<file path="config.mk">
export PLATFORM = sky130hd
export DESIGN_NAME = tlba_score
export DESIGN_NICKNAME = d
export VERILOG_FILES = /design/src/tlba_pkg.sv /design/src/tlba_score.sv
export SDC_FILE = /design/constraint.sdc
export NUM_CORES = 2
export LEC_CHECK = 0
export ABC_AREA = 0
export BUFFER_PORTS_ARGS = -buffer_cell sky130_fd_sc_hd__buf_2
export CORE_MARGIN = 10
export CORE_UTILIZATION = 45
export DETAILED_ROUTE_END_ITERATION = 8
export SYNTH_ARGS = -nofsm -noshare
export SYNTH_HDL_FRONTEND = slang
export SYNTH_SLANG_ARGS = --single-unit
</file>
<file path="constraint.sdc">
create_clock -name clk -period 8.18 [get_ports clk]
set_clock_uncertainty 0.2 [all_clocks]
set_input_delay 0 -clock clk [delete_from_list [all_inputs] [get_ports clk]]
set_output_delay 0 -clock clk [all_outputs]
set_load 0.01 [all_outputs]
</file>
<file path="src/tlba_pkg.sv">
// Shared types, constants and helpers for the text line to block assigner.
package tlba_pkg;

  localparam int MAX_BLOCKS = 64;
  localparam int COORD_BITS = 16;
  localparam int IDX_BITS   = (MAX_BLOCKS > 1) ? $clog2(MAX_BLOCKS) : 1;
  localparam int CNT_BITS   = $clog2(MAX_BLOCKS + 1);
  localparam int AREA_BITS  = 2 * COORD_BITS;
  localparam int INDEX_OUT_BITS = 6;

  typedef logic [COORD_BITS-1:0]     coord_t;
  typedef logic [AREA_BITS-1:0]      area_t;
  typedef logic [IDX_BITS-1:0]       idx_t;
  typedef logic [CNT_BITS-1:0]       cnt_t;
  typedef logic [INDEX_OUT_BITS-1:0] index_out_t;

  typedef enum logic [1:0] {
    REQ_CLEAR  = 2'd0,
    REQ_APPEND = 2'd1,
    REQ_QUERY  = 2'd2
  } req_type_t;

  typedef enum logic [1:0] {
    STAT_DONE     = 2'd0,
    STAT_FULL     = 2'd1,
    STAT_ASSIGNED = 2'd2,
    STAT_NONE     = 2'd3
  } status_t;

  typedef enum logic [1:0] {
    S_IDLE,
    S_SCAN,
    S_DRAIN,
    S_FINISH
  } fsm_t;

  typedef struct packed {
    coord_t x0;
    coord_t y0;
    coord_t x1;
    coord_t y1;
  } rect_t;

  // One scored block leaving the scoring pipeline
  typedef struct packed {
    logic  valid;
    logic  center;
    area_t inter;
    area_t area;
    idx_t  idx;
  } cand_t;

  // Clamped extent: zero where hi does not lie above lo
  function automatic coord_t span(coord_t lo, coord_t hi);
    return (hi > lo) ? coord_t'(hi - lo) : '0;
  endfunction

endpackage

</file>
<file path="src/tlba_score.sv">
// Two-stage scoring pipeline: clamp and centre test, then area products.
module tlba_score (
  input  logic            clk,
  input  logic            rst,
  input  logic            in_valid,
  input  tlba_pkg::idx_t  in_idx,
  input  tlba_pkg::rect_t blk,
  input  tlba_pkg::rect_t line,
  output logic            busy,
  output tlba_pkg::cand_t cand
);

  logic [tlba_pkg::COORD_BITS:0] cx2, cy2;
  tlba_pkg::coord_t iw_c, ih_c, bw_c, bh_c;
  logic center_c;

  logic             s1_valid;
  tlba_pkg::idx_t   s1_idx;
  tlba_pkg::coord_t s1_iw, s1_ih, s1_bw, s1_bh;
  logic             s1_center;

  // Clamp the intersection and test whether the block holds the line centre
  always_comb begin
    cx2 = {1'b0, line.x0} + {1'b0, line.x1};
    cy2 = {1'b0, line.y0} + {1'b0, line.y1};
    iw_c = tlba_pkg::span((line.x0 > blk.x0) ? line.x0 : blk.x0,
                          (line.x1 < blk.x1) ? line.x1 : blk.x1);
    ih_c = tlba_pkg::span((line.y0 > blk.y0) ? line.y0 : blk.y0,
                          (line.y1 < blk.y1) ? line.y1 : blk.y1);
    bw_c = tlba_pkg::span(blk.x0, blk.x1);
    bh_c = tlba_pkg::span(blk.y0, blk.y1);
    center_c = (cx2 >= {blk.x0, 1'b0}) && (cx2 <= {blk.x1, 1'b0}) &&
               (cy2 >= {blk.y0, 1'b0}) && (cy2 <= {blk.y1, 1'b0});
  end

  // Stage one valid
  always_ff @(posedge clk) begin
    if (rst) begin
      s1_valid <= 1'b0;
    end else begin
      s1_valid <= in_valid;
    end
  end

  // Stage one payload
  always_ff @(posedge clk) begin
    s1_idx    <= in_idx;
    s1_iw     <= iw_c;
    s1_ih     <= ih_c;
    s1_bw     <= bw_c;
    s1_bh     <= bh_c;
    s1_center <= center_c;
  end

  // Stage two: intersection and block areas
  always_ff @(posedge clk) begin
    cand.inter  <= tlba_pkg::area_t'(s1_iw) * tlba_pkg::area_t'(s1_ih);
    cand.area   <= tlba_pkg::area_t'(s1_bw) * tlba_pkg::area_t'(s1_bh);
    cand.center <= s1_center;
    cand.idx    <= s1_idx;
    if (rst) begin
      cand.valid <= 1'b0;
    end else begin
      cand.valid <= s1_valid;
    end
  end

  assign busy = s1_valid | cand.valid;

endmodule

</file>
==> flow_summary.toml <==
[clock_tree]
cts_buffer_depth = 2
cts_buffers = 17
cts.htree.levels = 4
cts_tree = "built"
clk_pin_slew_ns = 0.07
cts_root_buf = "clkbuf_16"
clk_latency_ns = 0.49
cts.sinks = 144
post_cts_buffers = 0

[timing]
worst_pin_slew_ns = 0.869
max_freq_ghz = 0.152
relSlewSlack = 0.420
fin_crit_sh = 0.807
tns_ns = 0
final-max-slew-violation-count = 0
hold_viol = 0
finalCriticalPeriod_ns = 6.60
hold-worst-slack_ns = 0.0260
finalSetupViolations = 0
rsz0062_at_grt = "false"

[global_routing]
antenna_found_initial = 4
grt_max_degree = 18
grt_pass1_vias = 23491
gr-usage-all-layers = 0.221
grt_pass1_wl_um = 126000
grt_overflow = 0

[floorplan]
rows = 91
dieArea_um2 = 72200
io-pin-count = 210
start_util = 0.453
dieWidth_um = 269
core_region_area_um2 = 61500
fp.dieH_um = 269

[layout]
syn_to_final_growth_pct = 11.3
diodes = 0
finalNetCount = 4347
drive_gt1_frac = 0.0836
fill_cells = 5881

[power_and_ir_drop]
power_mw = 6.80
power_density_nw_per_um2 = 219
power.leakage_nw = 16.1
vdd_drop_max_uv = 268

[yosys]
ys_ff_latch = 144
synth_enable_flop_cells = 0
syn_nets = 4119
synthCells = 3158
synthFlopType = "dfxtp_1"
yosys.area.top_type = "fa_1"
netlist.area_leader.share = 0.283
synth_warnings = 0
yosys-top-cells-area = "fa_1 28%, ha_1 19%, dfxtp_1 10%, inv_1 7.0%, and2_1 5.4%"
ys_async_sr_fraction = 0
avgSynthCellArea_um2 = 8.82
synthDistinctLibCells = 72
seq_area_frac_synth = 0.104
synth_area_um2 = 27800

[routing]
vias_per_cell = 5.41
routed_wl_um = 77200
firstDrtPassIters = 5
drtAntennaViolNets = 0
drtIter0Drc = 1431
vias = 22655
post-route-drc-count = 0
wl_per_cell_um = 18.4

[placed_design]
dp.final_hpwl_um = 65700
place.gp.congestion = 0.987
port_buffers = 209

[critical_path]
path_max_fanout = 16
crit_type = "reg -> reg"
critPathLaunch = "s1_ih[1]"
critPathCaptureType = "register"
crit_arrival_ns = 6.78
cp-start-kind = "register"
r2r-start = "s1_ih[1]"
worst_ep_required_time_ns = 8.36

[hold_path]
hp-start = "blk[43]"
hp-class = "in -> reg"

[flow_run]
max_cap_violations = 0

[run_status]
status = "finished, final reports clean"
## registers in the layout, summed over array words and instances, names as in the netlist
name / count
s1_idx: 6
s1_bh: 16
s1_iw: 16
s1_valid: 1
s1_center: 1
cand: 72
s1_bw: 16
s1_ih: 16
## metal layers
| layer | global-route usage | vias to the layer above | part of all wire |
|---|---|---|---|
| met1 | 0.309 | 11159 | 0.46 |
| met4 | 0.0621 | 4 | 0.022 |
| met3 | 0.0404 | 90 | 0.066 |
| met5 | 0 | - | 0.00035 |
| li1 | - | 10707 | - |
| met2 | 0.344 | 695 | 0.45 |
## placed cells by master (no fill, tap or decap), types with 17 or more instances in the layout
cell and instances:
o21ai_1 20, mux2_2 20, nand2b_1 24, a31oi_1 24
o21ai_0 72, clkbuf_16 17, nand3_1 29, a21o_1 90
ha_1 430, xnor2_1 71, o21a_1 29, fa_1 394
nor2_1 126, nor2b_1 37, mux2i_1 35, and2_1 240
buf_2 209, dfxtp_1 144, nand4_1 35, xor2_1 42
a21oi_1 154, nand2_1 344, dlygate4sd3_1 85, inv_1 523
nor3_1 24
## through the flow
stage / util / area (um^2) / std cells / setup slack, ns
floorplan: - / 27800 / 3158 / 2.28
global placement: 0.481 / 29600 / 4072 / 1.78
detailed placement: 0.481 / 29600 / 4072 / 1.65
CTS: 0.504 / 31000 / 4187 / 1.63
global route: 0.504 / 31000 / 4187 / 1.22
finish: 0.504 / 31000 / 4187 / 1.58
## cell usage after synthesis, types with 16 or more instances
| master | instances |
|---|---|
| and2_1 | 240 |
| nand4_1 | 35 |
| a31oi_1 | 24 |
| inv_1 | 523 |
| nor2b_1 | 37 |
| o21a_1 | 29 |
| o21bai_1 | 16 |
| clkbuf_1 | 76 |
| nor2_1 | 126 |
| a21oi_1 | 154 |
| a21o_1 | 90 |
| ha_1 | 430 |
| dfxtp_1 | 144 |
| nor3_1 | 24 |
| xnor2_1 | 71 |
| nand2b_1 | 24 |
| fa_1 | 394 |
| xor2_1 | 42 |
| nand2_1 | 344 |
| o21ai_0 | 72 |
| o21ai_1 | 20 |
| mux2_2 | 20 |
| mux2i_1 | 35 |
| nand3_1 | 29 |
## path summary, 6_finish.rpt
| check | to | slack, ns | cells after the start |
|---|---|---|---|
| max | cand[64] | 1.58 | 19 |
| min | s1_ih[11] | 0.03 | 5 |
| max reg2reg | cand[64] | 1.58 | 19 |
| min reg2reg | cand[5] | 0.13 | 0 |
## worst max-delay path, cell delays in order (launching register included)
cell,delay (ns)
dfxtp_1,0.73
nand2_1,0.17
fa_1,0.55
fa_1,0.53
fa_1,0.52
inv_1,0.05
fa_1,0.49
fa_1,0.50
inv_1,0.05
fa_1,0.48
inv_1,0.04
ha_1,0.34
a21o_1,0.23
a221oi_2,0.53
nor2_1,0.10
nor2_1,0.15
o311ai_1,0.13
a21oi_1,0.37
o21ai_1,0.14
xor2_1,0.16
## area by class of cell
cell class	instances	area, um^2	share of cell area
clock buffers	20	457	0.0147
flip-flops and latches	144	2880	0.0930
clock inverters	10	138	0.00444
multi-input cells	2402	22600	0.730
well taps	790	988	0.0319
inverters	523	1960	0.0633
repair buffers	298	1930	0.0622
## logic make-up (layout without fill, tap and decap cells)
family / count (synthesis) / count (layout) / synth area share
AND/OR/NAND/NOR: 898 / 898 / 0.158
AO/OA/AOI/OAI: 497 / 497 / 0.116
adder cells (fa/ha/maj): 824 / 824 / 0.476
flip-flops: 144 / 144 / 0.104
multiplexers: 70 / 70 / 0.0267
buffers and inverters: 612 / 851 / 0.0837
XOR/XNOR: 113 / 113 / 0.0355
## report_power, final
group          internal (mW)  total (mW)  switching (mW)
Combinational           1.97        4.64            2.67
Clock                  0.489       0.829           0.340
Sequential             0.928        1.33           0.401
Total                   3.39        6.80            3.41
## what timing repair did
item	CTS	global route
gates resized for setup	0	0
hold endpoints to repair	49	0
hold buffers	85	0
No activity file was read; power rests on OpenSTA's default activity.
