## src/tlba_pkg.sv

```systemverilog
// Shared types, constants and helpers for the text line to block assigner.
package tlba_pkg;

  localparam int MAX_BLOCKS = 64;
  localparam int COORD_BITS = 16;
  localparam int IDX_BITS   = (MAX_BLOCKS > 1) ? $clog2(MAX_BLOCKS) : 1;
  localparam int CNT_BITS   = $clog2(MAX_BLOCKS + 1);
  localparam int AREA_BITS  = 2 * COORD_BITS;
  localparam int INDEX_OUT_BITS = 6;

  typedef logic [COORD_BITS-1:0]     coord_t;
  typedef logic [AREA_BITS-1:0]      area_t;
  typedef logic [IDX_BITS-1:0]       idx_t;
  typedef logic [CNT_BITS-1:0]       cnt_t;
  typedef logic [INDEX_OUT_BITS-1:0] index_out_t;

  typedef enum logic [1:0] {
    REQ_CLEAR  = 2'd0,
    REQ_APPEND = 2'd1,
    REQ_QUERY  = 2'd2
  } req_type_t;

  typedef enum logic [1:0] {
    STAT_DONE     = 2'd0,
    STAT_FULL     = 2'd1,
    STAT_ASSIGNED = 2'd2,
    STAT_NONE     = 2'd3
  } status_t;

  typedef enum logic [1:0] {
    S_IDLE,
    S_SCAN,
    S_DRAIN,
    S_FINISH
  } fsm_t;

  typedef struct packed {
    coord_t x0;
    coord_t y0;
    coord_t x1;
    coord_t y1;
  } rect_t;

  // One scored block leaving the scoring pipeline
  typedef struct packed {
    logic  valid;
    logic  center;
    area_t inter;
    area_t area;
    idx_t  idx;
  } cand_t;

  // Clamped extent: zero where hi does not lie above lo
  function automatic coord_t span(coord_t lo, coord_t hi);
    return (hi > lo) ? coord_t'(hi - lo) : '0;
  endfunction

endpackage

```

## src/tlba_select.sv

```systemverilog
// Best-block tracker: qualifies each candidate and keeps the winner.
module tlba_select (
  input  logic            clk,
  input  logic            rst,
  input  logic            start,
  input  tlba_pkg::cand_t cand,
  input  tlba_pkg::area_t line_area,
  output logic            found,
  output tlba_pkg::idx_t  best_idx
);

  tlba_pkg::area_t best_cov, lead_area, cov;
  logic line_nz, half, qual, better;

  // Qualify and compare against the current best
  always_comb begin
    line_nz = (line_area != '0);
    half    = line_nz && ({cand.inter, 1'b0} >= {1'b0, line_area});
    cov     = line_nz ? cand.inter : '0;
    qual    = half | cand.center;
    better  = !found || (cov > best_cov) ||
              ((cov == best_cov) && (cand.area < lead_area));
  end

  // Found flag
  always_ff @(posedge clk) begin
    if (rst || start) begin
      found <= 1'b0;
    end else if (cand.valid && qual) begin
      found <= 1'b1;
    end
  end

  // Hold the best candidate
  always_ff @(posedge clk) begin
    if (cand.valid && qual && better) begin
      best_cov  <= cov;
      lead_area <= cand.area;
      best_idx  <= cand.idx;
    end
  end

endmodule

```

## config.mk

```make
export PLATFORM = sky130hd
export DESIGN_NAME = tlba_select
export DESIGN_NICKNAME = d
export VERILOG_FILES = /design/src/tlba_pkg.sv /design/src/tlba_select.sv
export SDC_FILE = /design/constraint.sdc
export NUM_CORES = 1
export LEC_CHECK = 0
export ABC_CLOCK_PERIOD_IN_PS = 23400
export BUFFER_PORTS_ARGS = -buffer_cell sky130_fd_sc_hd__buf_2
export CAP_MARGIN = 20
export CORE_MARGIN = 4
export CORE_UTILIZATION = 59
export CTS_CLUSTER_SIZE = 25
export DETAILED_ROUTE_END_ITERATION = 8
export PLACE_DENSITY_LB_ADDON = 0.12
export SLEW_MARGIN = 40
export SYNTH_ARGS = -nofsm -noshare
export SYNTH_HDL_FRONTEND = slang
export SYNTH_SLANG_ARGS = --single-unit
export TNS_END_PERCENT = 1
```

## constraint.sdc

```tcl
create_clock -name clk -period 23.4 [get_ports clk]
set_input_delay 2.34 -clock clk [delete_from_list [all_inputs] [get_ports clk]]
set_output_delay 2.34 -clock clk [all_outputs]
set_load 0.01 [all_outputs]
```

==> results.md, run 1 <==
Drt:
- The number of iterations in the first detailed-routing pass is 4.
- The iteration-0 DRC count of the detailed router is ~140.
- The remaining number of nets flagged by the antenna check after routing is 0.
- Detailed routing inserted a total of 3713 vias.
- The count of unresolved DRC violations after routing is 0.
- The mean routed wirelength per cell is 14.5 µm.
- The detail-routed via count per cell is about 5.5.
- The wire length after detailed routing is 9890 µm.

Floorplan:
- The floorplan has 32 rows.
- The floorplan die area is approximately 0.0097 mm².
- The height of the die is between 90 and 100 µm.
- The die is around 98 µm wide.
- The initial core utilization is between 60% and 70%.
- 114 I/O pins were placed.
- The total core area is approximately 0.008 mm².

Clocking:
- The cell chosen for the clock root is clkbuf_8.
- Post-CTS repair changed the size of 0 cells.
- The clock tree from TritonCTS is built.
- The H-tree generated during clock tree synthesis spans 3 levels.
- At the later pin of the worst-skew pair, clock insertion delay measures between 300 and 400 ps.
- The number of setup buffers added after CTS is 0.
- The clock sink total is ~70.
- The maximum clock path buffer count is 2.
- The clock-pin slew reported for the worst setup and hold paths after clock tree synthesis is about 80 ps.
- The CTS buffer count is 9.
- The number of buffers added to fix hold violations after cts is 0.

Final layout:
- The library cells used most frequently in the layout, excluding fill and tap cells, are buf_2 (113), inv_1 (95), ha_1 (94).
- The net count of the finished layout is 775.
- The count of inserted antenna diode cells is 0.
- The leading cell type in the layout, fill and taps excluded is buf_2.
- The area growth from synthesis to layout is 19.1%.
- Cells with a size suffix above 1 make up 23.7% of the layout.

Critical path:
- The worst setup path is launched from a primary input.
- Across all register-to-register paths, the minimum setup slack is around 21000 ps.
- On the worst path, the slowest cell contributes a delay of around 650 ps.
- The slowest library cell on the worst path is nor2_4.
- Traced cell by cell, the critical path runs through buf_2 -> nor4_1 -> nand4_1 -> nor2_4 -> nor2b_1 -> ha_1 -> nand4_1 -> nor4_1 -> a21oi_1 -> nand2_1 -> a2111oi_2 -> nor3_2 -> buf_4.
- STA puts the critical path data required time at between 20000 and 25000 ps.
- Along the worst path, the maximum fanout reaches 51.
- The worst setup path is of the in -> reg kind.
- The data arrival time of the worst path is 6110 ps.
- STA classifies the critical path endpoint as a flop.

Power and ir drop:
- IR analysis of the VDD net gives a maximum drop of 28.0 µV.
- The switching power is 0.0847 mW.
- The internal cell power is around 0.24 mW.
- Combinational cells account for between 10% and 20% of the total power.
- Net switching is 26.2% of the power.
- The design draws between 0.3 and 0.4 mW.
- In this run the static leakage power is 2.87 nW.
- The fraction of power consumed by sequential logic is 47.6%.
- The clock network burns between 30% and 40% of the power.
- The total power divided by cell area is between 50 and 60 mW/mm².

Global route:
- The all-layer global routing usage is between 20% and 30%.
- Entering global routing, the biggest net connects 52 pins.
- The wire length of the first global-routing pass is approximately 17000 µm.
- The number of antenna violations at the first check in global routing was 0.
- The total overflow left after global routing is 0.
- The via count of the first global-routing pass is between 3000 and 4000.

Synth:
- The number of synthesis warnings is 0.
- For this run, the leading register cell type out of synthesis is edfxtp_1.
- In the synthesized netlist the async set-or-reset flop fraction comes to 0%.
- Yosys mapped a number of flops with a built-in enable equal to 70.
- The number of different library cells used by synthesis comes to 32.
- The number of nets in the synthesized netlist is 652.
- The synthesized netlist devotes 0% of its cell area to XOR and XNOR gates.
- The average size of a mapped cell is roughly 11 µm².
- The compound-cell area share of the yosys netlist is 10.6%.
- The area fraction in and, or, nand and nor cells after synthesis is 13.2%.
- The part of the Yosys area used for sequential elements is roughly 44%.
- After synthesis, the largest family of logic cells by area is adder cells.
- The synthesized-area fraction occupied by adder cells is between 20% and 30%.
- Synthesis handed over a netlist of 451 instances.
- The number of register bits inferred by synthesis is approximately 70.
- The mapped netlist covers just under 0.005 mm².
- The multiplexer share of the synthesized area is 0%.

STA:
- The maximum operating frequency is ~160 MHz.
- At the pin with the least slew margin, the transition time is 718 ps.
- Summed over all failing endpoints, the final setup total negative slack is 0 ps.
- The worst setup margin is ~17000 ps.
- Subtracting the final worst setup slack from the clock period gives about 6100 ps.
- The relative slew slack is 52.0%.
- The share of the clock period used by the worst path is between 20% and 30%.
- The total of endpoints with negative setup slack in the final report is 0.
- The total count of max-transition violations in the final report is 0.
- The worst clock skew is between 8 and 9 ps.
- Setup repair after global routing left no endpoint under its margin.
- The final count of hold timing violations is 0.

Worst hold path:
- The worst min-delay path class is reg -> reg.

Place:
- The pre-CTS worst setup slack is 16940 ps.
- The final RePlAce weighted congestion is 0.826.
- The number of port buffers is about 110.
- Detailed placement finished with a half-perimeter wire length of 8040 µm.

Outcome:
- The run finished with clean final reports.

Job:
- The count of max-cap constraint violations is 0.
[critical path: cells and delay by family]
| family | cells | cell delay [ps] |
|---|---|---|
| adder cells (fa/ha/maj) | 1 | 340 |
| AO/OA/AOI/OAI | 2 | 190 |
| buffers and inverters | 2 | 670 |
| AND/OR/NAND/NOR | 8 | 2530 |
[Yosys cell counts (all sizes together), types with 2 or more instances]
cell type  instances  share of area [%]
nor2               8               0.62
nor3               5               0.52
inv               95                7.4
nand4             16                2.2
nor2b             33                4.3
o211ai             4               0.62
nand2             20                1.6
o21ai             13                1.4
a21oi             32                3.3
nand3              8               0.83
and4               4               0.73
a21o              14                2.2
a221oi             3               0.68
nor4              10                1.3
buf                3               0.31
a2111oi            4               0.99
a211oi             4               0.73
nand2b             2               0.26
ha                94                 24
or3                2               0.26
edfxtp            70                 44
[sequential cells by signal, summed over array words and instances (netlist names)]
register / count
found: 1
lead_area: 32
best_cov: 32
best_idx: 6
[through the flow]
step	cell area, µm²	cells	hold slack [ps]	util (%)
detailed placement	5520	665	585	70.4
global route	5730	681	632	73.1
CTS	5730	681	596	73.1
global placement	5520	665	588	70.3
finish	5730	681	591	73.1
floorplan	4820	451	512	-
[routing by layer]
| metal | part of all wire (%) | track usage, % | vias up |
|---|---|---|---|
| met5 | 0 | 0 | - |
| met4 | 1.1 | 6.41 | 0 |
| met3 | 6.5 | 4.14 | 15 |
| met2 | 47 | 34.8 | 121 |
| met1 | 46 | 27.8 | 1701 |
| li1 | - | - | 1876 |
[power groups by stage]
stage	clock (mW)	combinational, mW	sequential (mW)
6_report	0.108	0.0615	0.154
5_1_grt	0.115	0.0711	0.155
4_1_cts	0.109	0.0617	0.154
3_5_place_dp	0	0.0613	0.157
3_3_place_gp	0	0.0586	0.156
2_1_floorplan	0	0.0374	0.158
[cells by family after synthesis]
| group | Yosys count |
|---|---|
| AOI/OAI and AO/OA | 78 |
| buffers and inverters | 98 |
| adders and majority gates | 94 |
| and+or+nand+nor | 110 |
| DFF | 71 |
[cell type report]
type | instances | area (µm²)
multi-input cells | 282 | 2330
inverters | 95 | 357
clock inverters | 6 | 85.1
well taps | 102 | 128
fillers | 588 | 2110
clock buffers | 10 | 128
flip-flops and latches | 71 | 2120
repair buffers | 115 | 581
[final timing paths]
| path | start | endpoint | cells past startpoint |
|---|---|---|---|
| setup / recovery | line_area[9] | lead_area[31] | 13 |
| hold / removal | found | found | 2 |
| setup reg to reg | lead_area[25] | lead_area[31] | 10 |
| hold reg to reg | found | found | 2 |
Power figures use the tool's default switching activity.
==> inputs of run 2 (changes only) <==
--- a/config.mk
+++ b/config.mk
@@ -5,11 +5,11 @@
 export SDC_FILE = /design/constraint.sdc
 export NUM_CORES = 1
 export LEC_CHECK = 0
-export ABC_CLOCK_PERIOD_IN_PS = 23400
+export ABC_CLOCK_PERIOD_IN_PS = 5700
 export BUFFER_PORTS_ARGS = -buffer_cell sky130_fd_sc_hd__buf_2
 export CAP_MARGIN = 20
 export CORE_MARGIN = 4
-export CORE_UTILIZATION = 59
+export CORE_UTILIZATION = 55
 export CTS_CLUSTER_SIZE = 25
 export DETAILED_ROUTE_END_ITERATION = 8
 export PLACE_DENSITY_LB_ADDON = 0.12
==> constraint.sdc (replaced) <==
create_clock -name clk -period 5.7 [get_ports clk]
set_input_delay 0.57 -clock clk [delete_from_list [all_inputs] [get_ports clk]]
set_output_delay 0.57 -clock clk [all_outputs]
set_load 0.01 [all_outputs]
==> run 2 against run 1 <==
Compared with the run above: flip-flop and latch count unchanged; critical endpoint is now best_cov[13]; highest routed layer unchanged; first-iteration DRC count down 36%; via count down 1.9%; sequential power rose to 4.1 times the previous value; clock-buffer cell count unchanged.
==> results.md, run 2 (synthesis gave the netlist of run 1 again) <==
Place:
- At the end of routability-driven placement, the weighted congestion stood at between 0.8 and 0.9.
- The number of port buffers is around 110.
- The number of placed instances, taps included, is ~670.
- The placement-stage cell area is around 0.0055 mm².
- Before CTS, the worst setup slack after placement is approximately 520 ps.
- Detailed placement ended at an HPWL of approximately 8500 µm.

STA:
- The relative slew slack is around 55%.
- The total count of max-transition violations in the final report was 0.
- At the pin with the least slew margin, the transition time is 680 ps.
- The maximum operating frequency is 216 MHz.
- The final count of hold timing violations is 0.
- The clock period minus final worst setup slack is between 4000 and 5000 ps.
- Dividing the final minimum period by the clock period gives around four fifths.
- For the final database, setup skew stands at between 9 and 10 ps.
- The worst setup margin is between 1000 and 1500 ps.
- Adding up every negative setup slack in the final design gives 0 ps.
- Setup repair after global routing left no endpoint under its margin.
- Setup violations remaining at the end of the flow were counted as 0.

Power and ir drop:
- The internal power of the cells totals slightly below 1 mW.
- For this design the total switching power over the nets is around 0.34 mW.
- The share of total power dissipated in sequential elements is a little under half.
- The worst ir drop on vdd is 173 µV.
- Net switching is about a quarter of the power.
- The share of power burned in combinational logic is approximately a fifth.
- The total power divided by cell area is between 200 and 250 mW/mm².
- The leakage power of the design is ~2.9 nW.
- The clock network burns 33.0% of the power.

Floorplan:
- Measured along the x axis, the die boundary spans 102 µm.
- The floorplan die area is 0.0103 mm².
- The height of the die is 102 µm.
- In this run the count of I/O pins placed on the die edge is 114.
- In this run the standard cell core region covers between 0.008 and 0.009 mm².
- The floorplan has 33 rows.
- The initial core utilization is 57.5%.

Global route:
- The total overflow left after global routing is 0.
- Entering global routing, the biggest net connects 55 pins.
- The number of antenna violations at the first check in global routing is 0.
- Global routing consumed, over all layers together, around a fifth of the routing resources.
- The wire length of the first global-routing pass is 16500 µm.
- The via count of the first global-routing pass was about 3800.

Critical path:
- The element type at the critical path start is a primary input.
- The worst endpoint required time is between 5000 and 6000 ps.
- The class of the most critical setup path is in -> reg.
- In this run the worst path has a maximum fanout of 54.
- The category of the worst setup path capture point is a flop.
- The data arrival time of the worst path is between 4000 and 5000 ps.

Job:
- Across the run, the number of max-cap violations was 0.

Clocking:
- The insertion delay of the later-clocked pin in the worst-skew pair is 340 ps.
- The number of buffers added to fix hold violations after cts is 0.
- The number of H-tree branching levels is 3.
- The cell chosen for the clock root is clkbuf_8.
- Once the clock tree was built, the setup fixing pass inserted 0 buffers.
- The post-CTS resize count is 0.
- After clock tree synthesis, the clock-pin slew on the worst setup and hold paths is 70 ps.
- The clock drives 71 sinks.
- The clock tree from TritonCTS is built.
- The number of clock buffers added by TritonCTS is 9.
- No sink is reached through more buffers than the 2 on the longest clock path.

Final layout:
- In the layout the commonest cells are buf_2 (113), inv_1 (95), ha_1 (94).
- The post-route netlist has a little under a quarter of its cells at a drive strength greater than 1.
- Relative to the synthesized area, the layout overhead comes to 19.4%.
- The repair_antennas step left the layout with diodes totalling 0.
- The count of nets after finishing is 776.
- The leading cell type in the layout, fill and taps excluded is buf_2.
- Once layout is complete, the cells apart from fillers number between 600 and 700.
- The finished cells cover 0.00575 mm².
- The largest registers in the layout are best_cov (32), lead_area (32), best_idx (6).

Drt:
- The wire length after detailed routing is slightly above 10000 µm.
- The total via count after detailed routing is roughly 3600.
- The mean routed wirelength per cell is 14.9 µm.
- The iteration-0 DRC count of the detailed router is just under 90.
- The number of iterations in the first detailed-routing pass is 4.
- The detail-routed via count per cell is between 5 and 6.
- The remaining number of nets flagged by the antenna check after routing is 0.
- The count of unresolved DRC violations after routing is 0.

Worst hold path:
- The worst min-delay path class is in -> reg.

Outcome:
- The flow ran to the end, and the final reports show no timing, DRC or antenna violations.
## run 2: worst max-delay path: stages
cell and delay [ps]:
buf_2 110, nor4_1 400, nand4_1 280, nor2_2 470, buf_4 330, nor2b_1 100, ha_1 300, nand4_1 140
nor4_1 450, a2111oi_2 160, nor3_4 430, buf_6 220, buf_4 560
## run 2: power groups by stage
stage / sequential [mW] / combinational, mW / clock (mW)
after floorplan: 0.645 / 0.154 / 0
after global placement: 0.641 / 0.240 / 0
after detailed placement: 0.643 / 0.255 / 0
after CTS: 0.632 / 0.257 / 0.446
after global routing: 0.634 / 0.295 / 0.470
final: 0.631 / 0.256 / 0.436
## run 2: through the flow
stage / hold WS, ps / util [%] / power [mW]
after floorplan: 512 / - / 0.799
after global placement: 578 / 65.9 / 0.882
after detailed placement: 559 / 65.9 / 0.898
after CTS: 375 / 68.5 / 1.34
after global routing: 382 / 68.6 / 1.40
final: 387 / 68.6 / 1.32
## run 2: final timing paths
kind | startpoint | depth (start not counted) | end | slack (ps)
hold reg to reg | found | 2 | found | 580
setup / recovery | line_area[16] | 13 | best_cov[13] | 1080
setup reg to reg | lead_area[25] | 11 | best_cov[13] | 2400
hold / removal | start | 2 | found | 390
## run 2: final cells by class
type                            count  area [µm²]
Fill cell                         657        2630
Multi-Input combinational cell    282        2340
Sequential cell                    71        2120
Timing Repair Buffer              116         592
Inverter                           95         357
Tap cell                          105         131
Clock buffer                       10         128
Clock inverter                      6        85.1
## run 2: per-layer routing
layer | track usage, % | routed length, µm | up-vias
met3 | 3.79 | 624 | 5
li1 | - | - | 1861
met4 | 5.83 | 61 | 0
met1 | 24.9 | 4370 | 1688
met5 | 0 | 0 | -
met2 | 36.2 | 5120 | 88
==> inputs of run 3 (changes only) <==
--- a/config.mk
+++ b/config.mk
@@ -5,7 +5,8 @@
 export SDC_FILE = /design/constraint.sdc
 export NUM_CORES = 1
 export LEC_CHECK = 0
-export ABC_CLOCK_PERIOD_IN_PS = 5700
+export ABC_AREA = 1
+export ABC_CLOCK_PERIOD_IN_PS = 4500
 export BUFFER_PORTS_ARGS = -buffer_cell sky130_fd_sc_hd__buf_2
 export CAP_MARGIN = 20
 export CORE_MARGIN = 4
==> constraint.sdc (replaced) <==
create_clock -name clk -period 4.5 [get_ports clk]
set_input_delay 0.45 -clock clk [delete_from_list [all_inputs] [get_ports clk]]
set_output_delay 0.45 -clock clk [all_outputs]
set_load 0.01 [all_outputs]
==> run 3 against run 2 <==
Compared with the run above: clock skew shrank 1.0 ps; critical endpoint is now best_cov[5]; highest routed layer unchanged; non-clock buffer count shrank 1; die area grew 4.5%; clock-buffer cell count is the same; final cell count grew 17%.
==> results.md, run 3 <==
Drt:
- For this block, the initial DRC count from the detailed router was approximately 140.
- Dividing the detail-routed wire length by the instance count gives 12.6 µm.
- For this block, the routed nets add up to slightly above 10000 µm of wire.
- The remaining number of nets flagged by the antenna check after routing is 0.
- The number of iterations in the first detailed-routing pass is 4.
- The detail-routed via count per cell is 4.89.
- The total via count after detailed routing is approximately 3900.
- For this run, design rule violations remaining after detail routing come to 0.

Power and ir drop:
- The total power divided by cell area is about 280 mW/mm².
- Across the VDD grid, the largest voltage drop is between 100 and 150 µV.
- The leakage power of the design is between 3 and 4 nW.

Synth:
- Synthesis produced a netlist with a net count of between 700 and 800.
- For this run, the leading register cell type out of synthesis is edfxtp_1.
- The Yosys step of the flow raised 0 warnings.
- By area the synthesized netlist is led by edfxtp_1 (42%), ha_1 (23%), inv_1 (11%), nand2_1 (6.8%), a21oi_1 (4.2%).
- Synthesis inferred slightly above 70 register bits.
- After technology mapping, the gate count stands at between 500 and 600.
- Of the post-synthesis cell area, the dominant cell type holds roughly 42%.
- Synthesis instantiated 28 different standard cells from the library.
- Counting flops with a built-in enable in the synthesized netlist gives 70.
- Summed over all instances, the cell type with the most area after synthesis is edfxtp_1.
- The fraction of registers with async set/reset is 0%.
- By instance count, the leading cell after synthesis is inv_1.
- The average size of a mapped cell is roughly 8.9 µm².
- The synthesized area is a little over 0.005 mm².
- The commonest cells after synthesis are inv_1 (151), ha_1 (94), nand2_1 (91), edfxtp_1 (70), nor2_1 (52).
- Of the synthesized area, sequential elements account for 42.0%.

STA:
- The transition time of the tightest slew-check pin is between 500 and 600 ps.
- The final setup TNS is 0 ps.
- The worst setup margin is around 920 ps.
- Across the routed clock network, the largest skew measured is just over 8 ps.
- The hold slack is between 200 and 300 ps.
- The share of the clock period used by the worst path is 79.5%.
- The clock period minus final worst setup slack is about 3600 ps.
- Setup violations remaining at the end of the flow were counted as 0.
- The total count of max-transition violations in the final report is 0.
- The relative slew slack is approximately 62%.
- Setup repair after global routing left no endpoint under its margin.
- The maximum operating frequency is between 200 and 300 MHz.
- The final count of hold timing violations was 0.

Clocking:
- The number of H-tree branching levels is 3.
- Counting the buffers created by CTS gives 9.
- After clock tree synthesis, the clock-pin slew on the worst setup and hold paths is roughly 80 ps.
- The number of buffers added to fix hold violations after cts is 0.
- Gates resized during post-CTS repair numbered 0.
- In this run the deepest clock path goes through 2 buffers.
- TritonCTS built the clock tree.
- The number of setup buffers added after CTS is 0.
- The root buffer cell chosen for the clock tree is clkbuf_8.
- At the later pin of the worst-skew pair, clock insertion delay measures ~340 ps.
- The tree built by TritonCTS fans out to 71 sinks.

Global route:
- Entering global routing, the biggest net connects 45 pins.
- The via count of the first global-routing pass came to 4098.
- The number of antenna violations at the first check in global routing is 0.
- The all-layer global routing usage is about a fifth.
- The wire length of the first global-routing pass is between 15000 and 20000 µm.
- The total overflow reported by the global router is 0.

Final layout:
- The finished cells cover 0.00596 mm².
- Compared with the post-synthesis result, the final layout area differs by 18.0%.
- The fraction of layout instances using a drive strength above 1 is 21.0%.
- 0 antenna diodes ended up in the layout.
- After the last flow step, the layout net total stands at ~890.
- The largest registers in the layout are best_cov (32), lead_area (32), best_idx (6).
- In the layout the commonest cells are inv_1 (151), buf_2 (113), ha_1 (94).
- The leading cell type in the layout, fill and taps excluded is inv_1.
- The finished layout holds around 800 standard cells, fillers aside.

Place:
- The post-placement cell count is around 790.
- The congestion estimate from routability-driven global placement came to 0.872.
- The final HPWL from detailed placement is between 8000 and 9000 µm.
- The placement-stage cell area is roughly 0.0057 mm².
- The number of port buffers is between 100 and 150.
- At the placement stage, the worst setup path has a slack of about 530 ps.

Floorplan:
- The floorplan die area is 0.0108 mm².
- The height of the die is around 100 µm.
- The initial core utilization is between 50% and 60%.
- The number of core rows is 34.
- The die is between 100 and 150 µm wide.
- Pin placement for this block handled roughly 110 I/O pins.
- The total core area is 0.00885 mm².

Outcome:
- The flow ran to the end, and the final reports show no timing, DRC or antenna violations.

Critical path:
- The worst setup path is of the in -> reg kind.
- The worst endpoint required time is around 4500 ps.
- The worst setup path is launched from a primary input.
- For the worst setup path, the data arrival time is roughly 3600 ps.
- STA classifies the critical path endpoint as a flop.
- In this run the worst path has a maximum fanout of between 40 and 50.

Job:
- The count of max-cap constraint violations is 0.

Worst hold path:
- The worst min-delay path class is in -> reg.
==> run 3: layout make-up <==
class | instances | area (µm²)
Tap cell | 108 | 135
Fill cell | 748 | 2880
Inverter | 154 | 578
Clock buffer | 10 | 128
Multi-Input combinational cell | 340 | 2330
Clock inverter | 6 | 93.8
Timing Repair Buffer | 115 | 581
Sequential cell | 71 | 2120
==> run 3: report_power, final <==
part | total, mW | switching [mW] | internal [mW] | leakage (nW)
sequential | 0.791 | 0.0106 | 0.780 | 0.681
clock | 0.569 | 0.252 | 0.316 | 0.107
combinational | 0.328 | 0.190 | 0.138 | 2.48
total | 1.69 | 0.453 | 1.23 | 3.27
==> run 3: path summary, 6_finish.rpt <==
check / cells past startpoint / end / slack, ps / from
setup reg to reg: 13 / best_cov[5] / 1980 / lead_area[31]
hold reg to reg: 2 / found / 510 / found
setup / recovery: 15 / best_cov[5] / 920 / line_area[23]
hold / removal: 1 / best_idx[4] / 280 / cand[4]
==> run 3: worst max-delay path, stage by stage <==
cell	delay [ps]
buf_2	100
inv_1	60
nand4_1	100
nor4_1	430
nand2_1	170
inv_2	370
nor2_1	140
ha_1	320
nand3_1	140
nor4_4	330
nand4_1	150
nor2_1	130
nor2_1	70
nor2_4	80
buf_4	490
==> run 3: cell families after synthesis <==
| kind of cell | share of synthesized area (%) |
|---|---|
| flip-flops | 42.0 |
| adder cells (fa/ha/maj) | 23.3 |
| buffers and inverters | 12.1 |
| AND/OR/NAND/NOR | 16.1 |
| AO/OA/AOI/OAI | 6.56 |
==> run 3: per-layer routing <==
layer  up-vias  part of all wire [%]  GRT usage [%]
met4         0                   2.1           7.98
li1       2083                     -              -
met2       109                    45           32.1
met5         -                     0              0
met3        17                   5.3           2.92
met1      1723                    48           25.4
==> run 3: through the flow <==
step,util (%),total power [mW]
final,67.4,1.69
after global routing,67.4,1.79
after CTS,67.4,1.70
after detailed placement,64.9,1.14
after global placement,64.9,1.12
after floorplan,-,1.01
